## src/isort_pkg.sv

```systemverilog
// Shared constants and types for the insertion sorter cell chain.
package isort_pkg;

   // Number of cells in the chain, at least 2 and at most 64.
   localparam int CAPACITY   = 64;
   localparam int DATA_WIDTH = 32;

   // The operation that every cell carries out.
   typedef enum logic [1:0] {
      OP_HOLD,
      OP_INSERT,
      OP_SHIFT
   } cell_op_type;

   // Broadcast from the controller to every cell.
   typedef struct packed {
      cell_op_type                   op;
      logic signed [DATA_WIDTH-1:0]  value;
   } cell_cmd_type;

   // What a cell shows its neighbors.
   typedef struct packed {
      logic                          occupied;
      logic                          greater;
      logic signed [DATA_WIDTH-1:0]  value;
   } cell_link_type;

endpackage

```

## src/isort_cell.sv

```systemverilog
// One cell of the sorting chain: holds a single value and its occupied bit.
module isort_cell (
   input  logic                   clock,
   input  logic                   reset,
   input  isort_pkg::cell_cmd_type  cmd,
   input  isort_pkg::cell_link_type left_link,
   input  isort_pkg::cell_link_type right_link,
   output isort_pkg::cell_link_type own_link
);
   import isort_pkg::*;

   logic                         occupied_ff, occupied_in;
   logic signed [DATA_WIDTH-1:0] value_ff, value_in;
   logic                         greater;
   logic signed [DATA_WIDTH-1:0] insert_value;

   // Strictly greater, so a new value lands after its equals
   assign greater = occupied_ff && (value_ff > cmd.value);

   // Value moving in from the left on insertion: the neighbor's if it is moving, else the new one
   assign insert_value = left_link.greater ? left_link.value : cmd.value;

   // Next state
   always_comb begin
      occupied_in = occupied_ff;
      value_in    = value_ff;
      case (cmd.op)
         OP_INSERT: begin
            if (greater) begin
               value_in = insert_value;
            end else if (!occupied_ff && left_link.occupied) begin
               // first free cell
               value_in    = insert_value;
               occupied_in = 1'b1;
            end
         end
         OP_SHIFT: begin
            value_in    = right_link.value;
            occupied_in = right_link.occupied;
         end
         OP_HOLD: begin
         end
         default: begin
         end
      endcase
   end

   always_ff @(posedge clock) begin
      if (reset) begin
         occupied_ff <= 1'b0;
      end else begin
         occupied_ff <= occupied_in;
      end
      value_ff <= value_in;
   end

   assign own_link.occupied = occupied_ff;
   assign own_link.greater  = greater;
   assign own_link.value    = value_ff;

endmodule

```

## config.mk

```make
export PLATFORM = sky130hd
export DESIGN_NAME = isort_cell
export DESIGN_NICKNAME = d
export VERILOG_FILES = /design/src/isort_pkg.sv /design/src/isort_cell.sv
export SDC_FILE = /design/constraint.sdc
export NUM_CORES = 1
export LEC_CHECK = 0
export ABC_AREA = 1
export ABC_CLOCK_PERIOD_IN_PS = 3400
export BUFFER_PORTS_ARGS = -buffer_cell sky130_fd_sc_hd__buf_2
export CORE_MARGIN = 1
export CORE_UTILIZATION = 30
export CTS_BUF_LIST = sky130_fd_sc_hd__clkbuf_2 sky130_fd_sc_hd__clkbuf_4 sky130_fd_sc_hd__clkbuf_8
export DETAILED_ROUTE_END_ITERATION = 7
export PLACE_DENSITY = 0.53
export SLEW_MARGIN = 20
export SYNTH_ARGS = -nofsm -noshare
export SYNTH_HDL_FRONTEND = slang
export SYNTH_SLANG_ARGS = --single-unit
```

## constraint.sdc

```tcl
create_clock -name clock -period 3.4 [get_ports clock]
set_clock_uncertainty 0.05 [all_clocks]
set_input_delay 0.34 -clock clock [delete_from_list [all_inputs] [get_ports clock]]
set_output_delay 0.34 -clock clock [all_outputs]
set_load 0.005 [all_outputs]
```

==> results list, run 1 <==
- Counting every net in the synthesized netlist gives 439.
- After technology mapping, the gate count stands at 303.
- Counting the fill cells in the layout gives 860.
- Aggregate negative setup slack: 0 ns
- Final Hold Slack: 0.236 ns
* Layout overhead on the synthesized area: 33.5%
- Routability-driven placement finished with a final weighted congestion of 0.737.
- No sink is reached through more buffers than the 2 on the longest clock path.
- Length in cells of the worst reg-to-reg path: 10
- Global-route wire length before repair: 10.7 mm
- The most numerous cell type found on the critical path is sky130_fd_sc_hd__nand2_1.
* Most frequent standard cell in the layout excluding fill and tap cells: sky130_fd_sc_hd__buf_2
* Number of antenna violations at the first check in global routing: 0
* Ratio of total power to cell area: 338 nW/um^2
- Distinct cell type count of the synthesized netlist: 25
* Final critical path time including I/O delays and setup: 2.43 ns
- The sequential cells in the finished layout cover a total of 981 um^2.
- Before antenna repair, the detailed router went through 4 iterations.
- Result of the run: completed
- Later-pin clock latency in the skew report: 0.29 ns
* Slowest cell on the critical path: sky130_fd_sc_hd__edfxtp_1
- DRT Wirelength: 6.67 mm
* Overall global routing resource usage: 15.2%
* Hold Path End: occupied_ff
- Pin slew with the least headroom to its limit: 0.640 ns
* Worst flop-to-flop path endpoint: value_ff[9]
* Count of hold-fix buffers inserted at cts: 0
- The startpoint identified for the worst hold timing path is reset.
- Dividing the detail-routed wire length by the instance count gives 12.4 um.
- Worst-path cell chain: ha_1 > nand2_1 > nor2_1 > nand4_2 > nor2_2 > nand2_1 > nand3_1 > nand4_1 > nand2_2 > buf_12
* DRC violation total after the first TritonRoute iteration: 45
- Port buffering added 136 buffers.
* Detailed placement HPWL: 5.15 mm
- Initial Utilization: 31.3%
* Max Clk Rate: 0.412 GHz
* Clock transition at the registers of the reported paths: 0.07 ns
* H-Tree Level Count: 2
- In this run the register-to-register setup slack is 0.97 ns.
* DR vias/cell: 4.64
- Worst hold stages: 3
- Ratio of final minimum period to clock period: 71.4%
* Number of failing hold endpoints at the final stage: 0
* Worst setup path class: reg -> reg
* R2r startpoint: value_ff[23]
- Gates resized during post-CTS repair numbered 0.
- In this run the tightest slew margin relative to its limit is 57.3%.
* Post-Synthesis Mean Instance Area: 8.58 um^2
- The die is 95.1 um wide.
* Clock tree from TritonCTS: done
* Count of nets after finishing: 569
* Warnings, synthesis: 0
* Share of layout cells above drive strength 1: 35.5%
- The synthesized netlist occupies a cell area of 2600 um^2.
- Entering global routing, the biggest net connects 65 pins.
- Summing all multi-input logic gate instances after layout gives 1380 um^2.
- CP arrival: 2.37 ns
- Die height: 95.1 um
- Leakage power: 1.76 nW
- Max-cap violations: 0
- Grouping stages by cell kind, the critical path spends the most delay in simple AND/OR/NAND/NOR gates.
- # rows: 33
- Core Region: 8300 um^2
* Slowest cell delay on critical path: 0.39 ns
* Number of ports placed on the die boundary: 138
* Setup repair bufs after CTS: 0
- Worst supply voltage drop on vdd: 0.145 mV
- Via count: 2503
* Clock root cell: sky130_fd_sc_hd__clkbuf_8
* Critical Path Start Type: flop
* Total power consumption of the routed design: 1.17 mW
- Leaving out fill and tap cells, the most frequent cells in the layout are sky130_fd_sc_hd__buf_2, sky130_fd_sc_hd__nand2_1, sky130_fd_sc_hd__inv_1.
- Once detail routing completed, the nets flagged for antenna violations numbered 0.
* Inserted Clock Buffers: 5
- Final-report setup violation count: 0
- Counting flops and latches in the post-synthesis netlist gives 33.
* Number of global-route vias before repair: 2389
- STA classifies the critical path endpoint as a flop.
- The min-delay analysis places its worst path in the category in -> reg.
- Setup repair after global routing left no endpoint under its margin.
- Residual DRC: 0
* Diode count: 0
- The number of pins with negative max-slew slack in the final report is 0.
- Worst path bufs/invs: 1
* Die Footprint: 9040 um^2
- Clock net sink count: 33
- Largest fanout on the critical path: 18
* Sequential-to-total area share from yosys stat: 37.7%
* Total overflow reported by the global router: 0
- Crit path required time: 3.34 ns
-- how the worst max path moves through the flow --
stage                       startpoint      endpoint  slack (ns)  cells after the start
final                     value_ff[23]   value_ff[9]        0.97                     10
after global placement         cmd[15]  value_ff[25]        0.87                     13
after detailed placement       cmd[15]   value_ff[1]        0.85                     13
after global routing      value_ff[13]   value_ff[9]        0.67                     11
after CTS                 value_ff[15]   value_ff[9]        0.93                     11
after floorplan           value_ff[31]   value_ff[0]        0.92                      9
-- report_power, final --
group	switching [mW]	internal [mW]	total, mW	leakage [nW]
Clock	0.149	0.181	0.330	0.0523
Combinational	0.170	0.160	0.331	1.39
Sequential	0.0170	0.494	0.511	0.313
Total	0.336	0.835	1.17	1.76
-- state kept, by name, indices dropped and copies added, names as in the netlist --
signal and cells:
value_ff 32, occupied_ff 1
-- synth_stat cells --
cell type                   n  share of area [%]
sky130_fd_sc_hd__nand2_1   71                 10
sky130_fd_sc_hd__inv_1     45                6.5
sky130_fd_sc_hd__o21a_1    33                9.5
sky130_fd_sc_hd__edfxtp_1  32                 37
sky130_fd_sc_hd__ha_1      32                 15
sky130_fd_sc_hd__o211ai_1  31                9.0
sky130_fd_sc_hd__a21oi_1   14                2.7
sky130_fd_sc_hd__nor2_1    10                1.4
sky130_fd_sc_hd__buf_2      8                1.5
sky130_fd_sc_hd__o21ai_0    4               0.77
sky130_fd_sc_hd__buf_1      3               0.43
sky130_fd_sc_hd__buf_4      2               0.58
sky130_fd_sc_hd__clkbuf_1   2               0.29
sky130_fd_sc_hd__nand2_2    2               0.48
sky130_fd_sc_hd__nand3_1    2               0.39
sky130_fd_sc_hd__nand4_1    2               0.48
sky130_fd_sc_hd__nor2_2     2               0.48
sky130_fd_sc_hd__a211o_1    1               0.34
sky130_fd_sc_hd__a21o_1     1               0.29
sky130_fd_sc_hd__a21oi_2    1               0.34
sky130_fd_sc_hd__a31oi_1    1               0.24
sky130_fd_sc_hd__and3_1     1               0.24
sky130_fd_sc_hd__clkinv_1   1               0.14
sky130_fd_sc_hd__dfxtp_1    1               0.77
sky130_fd_sc_hd__nand4_2    1               0.48
-- worst register-to-register path, cell delays in order (launching register included) --
cell                       delay, ns
sky130_fd_sc_hd__edfxtp_1       0.39
sky130_fd_sc_hd__ha_1           0.31
sky130_fd_sc_hd__nand2_1        0.08
sky130_fd_sc_hd__nor2_1         0.20
sky130_fd_sc_hd__nand4_2        0.14
sky130_fd_sc_hd__nor2_2         0.13
sky130_fd_sc_hd__nand2_1        0.08
sky130_fd_sc_hd__nand3_1        0.08
sky130_fd_sc_hd__nand4_1        0.11
sky130_fd_sc_hd__nand2_2        0.34
sky130_fd_sc_hd__buf_12         0.23
-- kinds of logic (layout without fill, tap and decap cells) --
kind of cell | count (synthesis) | after routing | share of synthesized area (%)
adder cells (fa/ha/maj) | 32 | 32 | 15.4
AO/OA/AOI/OAI | 86 | 86 | 23.1
buffers and inverters | 61 | 192 | 9.48
AND/OR/NAND/NOR | 91 | 91 | 14.2
flip-flops | 33 | 33 | 37.7
-- layout make-up --
class	instances	area share (%)
clock buffer	8	2.81
multi-input combinational	209	39.7
timing repair buffer	138	20.5
sequential	33	28.3
tap	105	3.79
inverter	46	4.97
-- routing by layer --
layer  vias up  track usage (%)  share of wire, %
li1       1305                -                 -
met1      1120             18.7                45
met2        69             25.9                48
met3         9             3.51               5.2
met4         0             5.18               2.1
met5         -                0                 0
-- stage by stage --
stage | cell area (um^2) | instances | setup slack [ns] | util (%)
after floorplan | 2600 | 303 | 0.917 | -
after global placement | 3370 | 531 | 0.867 | 40.6
final | 3470 | 539 | 0.973 | 41.8
after global routing | 3470 | 539 | 0.670 | 41.8
after CTS | 3470 | 539 | 0.934 | 41.8
after detailed placement | 3370 | 531 | 0.854 | 40.6
No activity file was read; power rests on OpenSTA's default activity.
==> run 2: changes to the inputs <==
- ABC_AREA: 1 -> 0
- ABC_CLOCK_PERIOD_IN_PS: 3400 -> 2210
- PLACE_DENSITY: 0.53 -> 0.56
- clock period: 3.4 -> 2.21 ns (I/O delays scaled with it)
==> run 2 against run 1 <==
- the flow now finishes with violations (negative setup slack)
- worst setup slack got worse by 1.6 ns
- core utilization rose by 5.5 points
- worst hold slack got worse by 0.19 ns
- global-route usage increased by 0.73 points
- register-to-register slack got worse by 1.4 ns
- synthesized area decreased by 2.6%
- clock power rose by 44%
- non-clock buffer count rose by 41
- die area is 2.6% lower
- via count rose by 0.56%
- routed wire length increased by 3.8%
- total power increased by 59%
==> results list, run 2 <==
* Core Region: 8180 um^2 (was 8300 um^2)
- Global routing's busiest layer: met2 (unchanged)
- Based on the critical path, the design can be clocked at up to 0.358 GHz.
- Fraction of synthesis flops using an asynchronous set or reset pin: 0% (unchanged)
- The number of H-tree levels is 2 (unchanged).
* Largest register FFs: 32 (unchanged)
* Clock transition at the registers of the reported paths: 0.07 ns (about the same)
* Detailed placement HPWL: 5.65 mm (was 5.15 mm)
- Final critical path time including I/O delays and setup: 2.79 ns
- Die height: 93.9 um (was 95.1 um)
* Global-route wire length before repair: 10.8 mm (was 10.7 mm)
* Inserted Clock Buffers: 5 (unchanged)
- The number of search-and-repair iterations in the first detailed-routing pass is 4 (unchanged).
- The count of pins on the block boundary is 138 (unchanged).
* Clock root cell: sky130_fd_sc_hd__clkbuf_8 (unchanged)
* Number of standard cells after synthesis: 270 (was 303)
- The worst setup path category was reg -> out (was reg -> reg).
* Die X: 93.9 um (was 95.1 um)
- Met1 track demand over resource: 19.7% (was 18.7%)
- Top cells by area, synth: sky130_fd_sc_hd__edfxtp_1, sky130_fd_sc_hd__ha_1, sky130_fd_sc_hd__mux2i_1 (was sky130_fd_sc_hd__edfxtp_1, sky130_fd_sc_hd__ha_1, sky130_fd_sc_hd__nand2_1).
- Post-synth top cells: sky130_fd_sc_hd__nand2_1, sky130_fd_sc_hd__o21ai_0, sky130_fd_sc_hd__inv_1 (was sky130_fd_sc_hd__nand2_1, sky130_fd_sc_hd__inv_1, sky130_fd_sc_hd__o21a_1, sky130_fd_sc_hd__edfxtp_1, sky130_fd_sc_hd__ha_1).
- DRC violation total after the first TritonRoute iteration: 51 (was 45)
- The most used flip-flop cell after synthesis is sky130_fd_sc_hd__edfxtp_1 (unchanged).
- The cell taking the most area after synthesis is sky130_fd_sc_hd__edfxtp_1 (unchanged).
- The effective utilization at floorplan is 31.0% (was 31.3%).
* DR vias/cell: 4.58 (was 4.64)
- Remaining antenna violation count after routing: 0 (unchanged)
* Leakage power: 1.96 nW (was 1.76 nW)
- The clock power share is 25.5% (was 28.2%).
- The worst IR drop on VDD is 0.274 mV (was 0.145 mV).
- The type of origin of the critical path is a flop (unchanged).
- Top library cells by usage in the layout, fill and taps aside: sky130_fd_sc_hd__buf_2, sky130_fd_sc_hd__buf_4, sky130_fd_sc_hd__nand2_1 (was sky130_fd_sc_hd__buf_2, sky130_fd_sc_hd__nand2_1, sky130_fd_sc_hd__inv_1).
- Total power consumption of the routed design: 1.86 mW (was 1.17 mW)
- The residual overflow from global routing was 0 (unchanged).
- The number of hold buffers added after cts was 0 (unchanged).
* Pin count of the biggest net entering global routing: 37 (was 65)
* Most frequent standard cell in the layout excluding fill and tap cells: sky130_fd_sc_hd__buf_2 (unchanged)
- Number of failing hold endpoints at the final stage: 0 (unchanged)
- Switching share of power: 27.7% (was 28.7%)
- The initial antenna violation count came to 0 (unchanged).
- Sort of element at the end of the critical path: output port (was flop)
- The adder-cell share of the synthesized area was 15.8% (was 15.4%).
* Top register by number of flip-flops: value_ff (unchanged)
- Share of total power in sequential cells: 42.6% (was 43.6%)
- The worst setup slack after layout was -0.583 ns (was 0.973 ns).
- The area share of the largest cell type after synthesis was 38.0% (was 37.0%).
* Max-cap violations: 0 (unchanged)
- The synthesized net count came to 406 (was 439).
- HP Class: in -> reg (unchanged)
- The area added between synthesis and finish is 52.8% (was 33.5%).
* Registers with the most flip-flops: value_ff (32), occupied_ff (1) (unchanged)
- The final estimated routing congestion in global placement came to 0.766 (was 0.737).
- The mean instance size in the synthesized netlist came to 9.37 um^2 (was 8.58 um^2).
- The most common cell in the netlist was sky130_fd_sc_hd__nand2_1 (unchanged).
- The total of flip-flops plus latches after synthesis came to 33 (unchanged).
* Netlist area before placement: 2530 um^2 (was 2600 um^2)
- Simple-gate portion of the synthesized area: 11.2% (was 14.2%)
* Internal power component: 1.35 mW (was 0.835 mW)
- Multiplexer fraction of the synthesized cell area: 12.7% (was 0%)
- The via total after detailed routing was 2517 (was 2503).
* Clock net sink count: 33 (unchanged)
- The antenna diode count came to 0 (unchanged).
* Violations in the final reports: negative setup slack
* Die Footprint: 8810 um^2 (was 9040 um^2)
- Area fraction in compound gates after synthesis: 14.2% (was 23.1%)
- The CTS tree is done (unchanged).
- Number of global-route vias before repair: 2358 (was 2389)
* GRT met3 Usage: 2.67% (was 3.51%)
* Part of the total power dissipated in combinational logic: 31.9% (was 28.2%)
- The insertion delay to the later sink of the worst-skew pair came to 0.28 ns (was 0.29 ns).
- Port-buffer cells: 136 (unchanged)
* Share of layout cells above drive strength 1: 45.7% (was 35.5%)
* CP arrival: 2.52 ns (was 2.37 ns)
* Slew Viols, Final: 0 (unchanged)
* Ratio of total power to cell area: 481 nW/um^2 (was 338 nW/um^2)
* # rows: 33 (unchanged)
- M2 GR Usage: 28.0% (was 25.9%)
- Slew HR: 68.2% (was 57.3%)
* Ratio of final minimum period to clock period: 126%
- Residual DRC: 0 (unchanged)
- The count of synthesis-stage warnings from yosys was 0 (unchanged).
- Sequential-to-total area share from yosys stat: 38.8% (was 37.7%)
* DRT Wirelength: 6.93 mm (was 6.67 mm)
* Aggregate negative setup slack: -14.22 ns (was 0 ns)
- The total track usage came to 15.9% (was 15.2%).
- The dominant combinational cell family by area after synthesis was adder cells (was compound AO/OA/AOI/OAI gates).
* Largest fanout on the critical path: 2 (was 18)
* Final Hold Slack: 0.0499 ns (was 0.236 ns)
- Unrepaired setup endpoints after global routing: yes (was no).
* Pin slew with the least headroom to its limit: 0.476 ns (was 0.640 ns)
- Number of synthesized flops with an enable pin: 32 (unchanged)
* Clock tree buffer depth: 2 (unchanged)
- The synthesized-area fraction occupied by xor and xnor cells was 0% (unchanged).
* Crit path required time: 1.94 ns (was 3.34 ns)
- Count of nets after finishing: 579 (was 569)
- Final-report setup violation count: 33 (was 0)
- Routed wire length per instance: 12.6 um (was 12.4 um)
- The post-synthesis cell type count came to 31 (was 25).
* Switching power of the nets: 0.516 mW (was 0.336 mW)
- Result of the run: finished, violations left (was completed).
[run 2: changes by cell type after synthesis, sizes merged, moves of 10 or more]
cell,before,now
mux2i,0,32
o21a,33,0
o211ai,31,1
inv,45,35
nand2,73,37
o21ai,4,36
[run 2: kinds of logic after synthesis]
kind of cell,after synthesis
buf+inv,48
mux,32
simple gates,61
flops,33
compound gates,64
fa+ha+maj,32
[run 2: critical path: stages (launching register included)]
cell	delay, ns
sky130_fd_sc_hd__edfxtp_1	0.39
sky130_fd_sc_hd__ha_1	0.31
sky130_fd_sc_hd__nand4_1	0.17
sky130_fd_sc_hd__nor3_1	0.08
sky130_fd_sc_hd__a22oi_1	0.16
sky130_fd_sc_hd__or4b_4	0.48
sky130_fd_sc_hd__or3_4	0.38
sky130_fd_sc_hd__a21boi_2	0.14
sky130_fd_sc_hd__buf_2	0.13
[run 2: worst paths after layout]
kind                startpoint      endpoint  slack [ns]  depth (start not counted)
setup / recovery  value_ff[22]  own_link[32]       -0.58                          8
hold / removal           reset   occupied_ff        0.05                          2
setup reg to reg  value_ff[30]  value_ff[24]       -0.43                          9
hold reg to reg    occupied_ff   occupied_ff        0.56                          2
[run 2: cell type report]
cell class,instances,area (um^2)
clock buffers,8,91.3
fillers,810,4310
inverters,35,131
multi-input cells,189,1490
flip-flops and latches,33,981
well taps,105,131
repair buffers,179,1040
[run 2: through the flow]
step / setup WS [ns] / utilization [%] / instances / cell area [um^2]
after floorplan: -0.182 / - / 270 / 2580
after global placement: -0.342 / 44.7 / 534 / 3650
after detailed placement: -0.360 / 44.7 / 534 / 3650
after CTS: -0.577 / 46.1 / 545 / 3770
after global routing: -0.704 / 47.3 / 549 / 3870
final: -0.583 / 47.3 / 549 / 3870
[run 2: power groups by stage]
stage               logic (mW)  clock network [mW]  registers, mW
floorplan                0.259                   0          0.806
global placement         0.555                   0          0.800
detailed placement       0.565                   0          0.805
CTS                      0.577               0.496          0.791
global route             0.670               0.521          0.798
finish                   0.593               0.475          0.793
[run 2: what timing repair did]
action / in CTS / in global routing
hold endpoints to repair: 0 / 0
gates resized for setup: 1 / 9
buffers inserted: 3 / 4
pin swaps: 1 / 5
endpoints found under the setup margin: 33 / 33
[run 2: metal layers]
layer / share of wire, % / vias to the layer above
li1: - / 1312
met1: 44 / 1124
met2: 50 / 75
met3: 4.5 / 6
met4: 1.1 / 0
met5: 0 / -
==> run 3: changes to the inputs <==
- HOLD_SLACK_MARGIN: unset -> 0.15
==> run 3 against run 2 <==
- the flow still finishes with violations (negative setup slack)
- via count up 0.12%
- clock power hardly changed
- final cell count rose by 0.36%
- non-clock buffer count up 2
- clock-buffer cell count did not move
==> results list, run 3 (synthesis gave the netlist of run 2 again) <==
- Result of the run: finished, violations left (unchanged)
- Violations in the final reports: negative setup slack (unchanged)
- The clock net sink count is 33 (unchanged).
- The post-placement worst setup slack is -0.360 ns (unchanged).
* Count of filler cells inserted in the layout: 808 (was 810)
- The setup violation total in the final timing report came to 33 (unchanged).
- Critical Path Start Type: flop (unchanged)
- The placed cell area came to 3650 um^2 (unchanged).
- Number of failing hold endpoints at the final stage: 0 (unchanged)
- Capture point of the critical path: own_link[32] (unchanged)
* Clk pwr share: 25.5% (about the same)
- Crit path depth: 8 (unchanged)
- Slowest cell on the critical path: sky130_fd_sc_hd__or4b_4 (unchanged)
* Start point of the critical path: value_ff[22] (unchanged)
- The clock-pin slew on the worst setup and hold paths came to 0.07 ns (about the same).
- Registers with the most flip-flops: value_ff (32), occupied_ff (1) (unchanged)
* Unrepaired setup endpoints after global routing: yes (unchanged)
- Switching share of power: 27.7% (about the same)
- Worst supply voltage drop on vdd: 0.275 mV (was 0.274 mV)
- Top library cells by usage in the layout, fill and taps aside: sky130_fd_sc_hd__buf_2, sky130_fd_sc_hd__buf_4, sky130_fd_sc_hd__nand2_1 (unchanged).
- Part of the total power dissipated in combinational logic: 32.0% (was 31.9%)
- The final wirelength was 6.92 mm (was 6.93 mm).
- The via total after detailed routing came to 2520 (was 2517).
- The final estimated routing congestion in global placement came to 0.766 (unchanged).
- Max Clk Rate: 0.358 GHz (about the same)
- The sequential share of power is 42.5% (was 42.6%).
* Worst setup path class: reg -> out (unchanged)
* Die Footprint: 8810 um^2 (unchanged)
- # rows: 33 (unchanged)
* Ratio of final minimum period to clock period: 126% (about the same)
* Length in cells of the worst reg-to-reg path: 9 (unchanged)
- Total overflow reported by the global router: 0 (unchanged)
* Number of global-route vias before repair: 2362 (was 2358)
- Slew Viols, Final: 0 (unchanged)
- The slack of the worst reg-to-reg path is -0.42 ns (was -0.43 ns).
- Later-pin clock latency in the skew report: 0.28 ns (about the same)
* Slowest cell delay on critical path: 0.48 ns (about the same)
- Slew HR: 68.1% (was 68.2%)
- The number of buffers on the longest clock path came to 2 (unchanged).
- The final routed DRC violation total was 0 (unchanged).
- Port-buffer cells: 136 (unchanged)
- H-Tree Level Count: 2 (unchanged)
- The post-detailed-route wirelength per cell is 12.5 um (was 12.6 um).
- Final design instance area without fill: 3890 um^2 (was 3870 um^2)
- Pin slew with the least headroom to its limit: 0.479 ns (was 0.476 ns)
* Top register by number of flip-flops: value_ff (unchanged)
- R2r startpoint: value_ff[30] (unchanged)
* Largest fanout on the critical path: 2 (unchanged)
- Worst path bufs/invs: 1 (unchanged)
- The total track usage was 15.9% (about the same).
- Pin count of the biggest net entering global routing: 37 (unchanged)
* Remaining antenna violation count after routing: 0 (unchanged)
- Number of ports placed on the die boundary: 138 (unchanged)
- The worst flop-to-flop path endpoint is value_ff[10] (was value_ff[24]).
- The number of search-and-repair iterations in the first detailed-routing pass came to 4 (unchanged).
* Largest register FFs: 32 (unchanged)
* HP Class: in -> reg (unchanged)
- The net switching power figure was 0.516 mW (about the same).
- The die outline height was 93.9 um (unchanged).
- The worst setup slack after layout came to -0.583 ns (about the same).
- Internal power component: 1.35 mW (about the same)
- The first-pass GRT wire length is 10.8 mm (about the same).
- DR vias/cell: 4.57 (was 4.58)
- Number of antenna violations at the first check in global routing: 0 (unchanged)
* Layout overhead on the synthesized area: 53.6% (was 52.8%)
* Diode count: 0 (unchanged)
* Final critical path time including I/O delays and setup: 2.79 ns (about the same)
* Cell family contributing the most delay on the critical path: simple AND/OR/NAND/NOR gates (unchanged)
- Core Region: 8180 um^2 (unchanged)
* Core Util, Final: 47.6% (was 47.3%)
- The fraction of final layout cells with drive strength greater than 1 is 45.5% (was 45.7%).
- The net count of the finished layout is 581 (was 579).
- DRC violation total after the first TritonRoute iteration: 59 (was 51)
- Clock root cell: sky130_fd_sc_hd__clkbuf_8 (unchanged)
* CP arrival: 2.52 ns (about the same)
- Sort of element at the end of the critical path: output port (unchanged)
- The CTS tree is done (unchanged).
- The total leakage power came to 1.97 nW (was 1.96 nW).
- Inserted Clock Buffers: 5 (unchanged)
- The total of max-cap violations came to 0 (unchanged).
* Die X: 93.9 um (unchanged)
- The power per standard cell area is 479 nW/um^2 (was 481 nW/um^2).
- The leading cell type in the layout, fill and taps excluded is sky130_fd_sc_hd__buf_2 (unchanged).
* Crit path required time: 1.94 ns (about the same)
- Worst-path cell chain: ha_1 > nand4_1 > nor3_1 > a22oi_1 > or4b_4 > or3_4 > a21boi_2 > buf_2 (unchanged).
* Initial Utilization: 31.0% (unchanged)
- The sum of net half-perimeters after detailed placement was 5.65 mm (unchanged).
run 3: metal layers:
layer,part of all wire [%],GRT usage [%]
met1,44,19.7
met2,50,28.0
met3,4.6,2.67
met4,1.1,5.00
met5,0,0
run 3: final cells by class:
type	instances	area, um^2	share of cell area [%]
Tap cell	105	131	3.38
Inverter	35	131	3.38
Multi-Input combinational cell	189	1490	38.4
Clock buffer	8	91.3	2.35
Timing Repair Buffer	181	1060	27.3
Sequential cell	33	981	25.2
run 3: how the worst min path moves through the flow:
| stage | startpoint | end | depth (start not counted) |
|---|---|---|---|
| floorplan | reset | occupied_ff | 1 |
| global placement | reset | occupied_ff | 2 |
| detailed placement | reset | occupied_ff | 2 |
| CTS | right_link[6] | value_ff[6] | 3 |
| global route | right_link[20] | value_ff[20] | 3 |
| finish | right_link[6] | value_ff[6] | 3 |
run 3: repair_timing:
| item | in CTS | in global routing |
|---|---|---|
| setup buffers | 3 | 4 |
| hold buffers | 2 | 0 |
| pin swaps | 1 | 5 |
| hold endpoints to repair | 1 | 0 |
| resized for setup | 1 | 9 |
| setup endpoints to repair | 33 | 33 |
run 3: power groups by stage:
stage / sequential (mW) / combinational, mW / clock, mW
3_5_place_dp: 0.805 / 0.565 / 0
5_1_grt: 0.798 / 0.673 / 0.521
3_3_place_gp: 0.800 / 0.555 / 0
2_1_floorplan: 0.806 / 0.259 / 0
6_report: 0.793 / 0.597 / 0.475
4_1_cts: 0.791 / 0.581 / 0.496
run 3: stage by stage:
step	hold WS, ns	total power [mW]	cells	setup TNS [ns]
2_1_floorplan	0.244	1.06	270	-5.86
3_3_place_gp	0.334	1.36	534	-11.20
3_5_place_dp	0.349	1.37	534	-11.76
4_1_cts	0.158	1.87	547	-15.60
5_1_grt	0.168	1.99	551	-19.37
6_report	0.166	1.86	551	-13.86
run 3: worst register-to-register path, delay by kind of cell (launching register included):
family,cells,cell delay [ns]
compound gates,2,0.43
fa+ha+maj,1,0.30
buf+inv,2,0.36
flops,1,0.44
simple gates,4,0.81
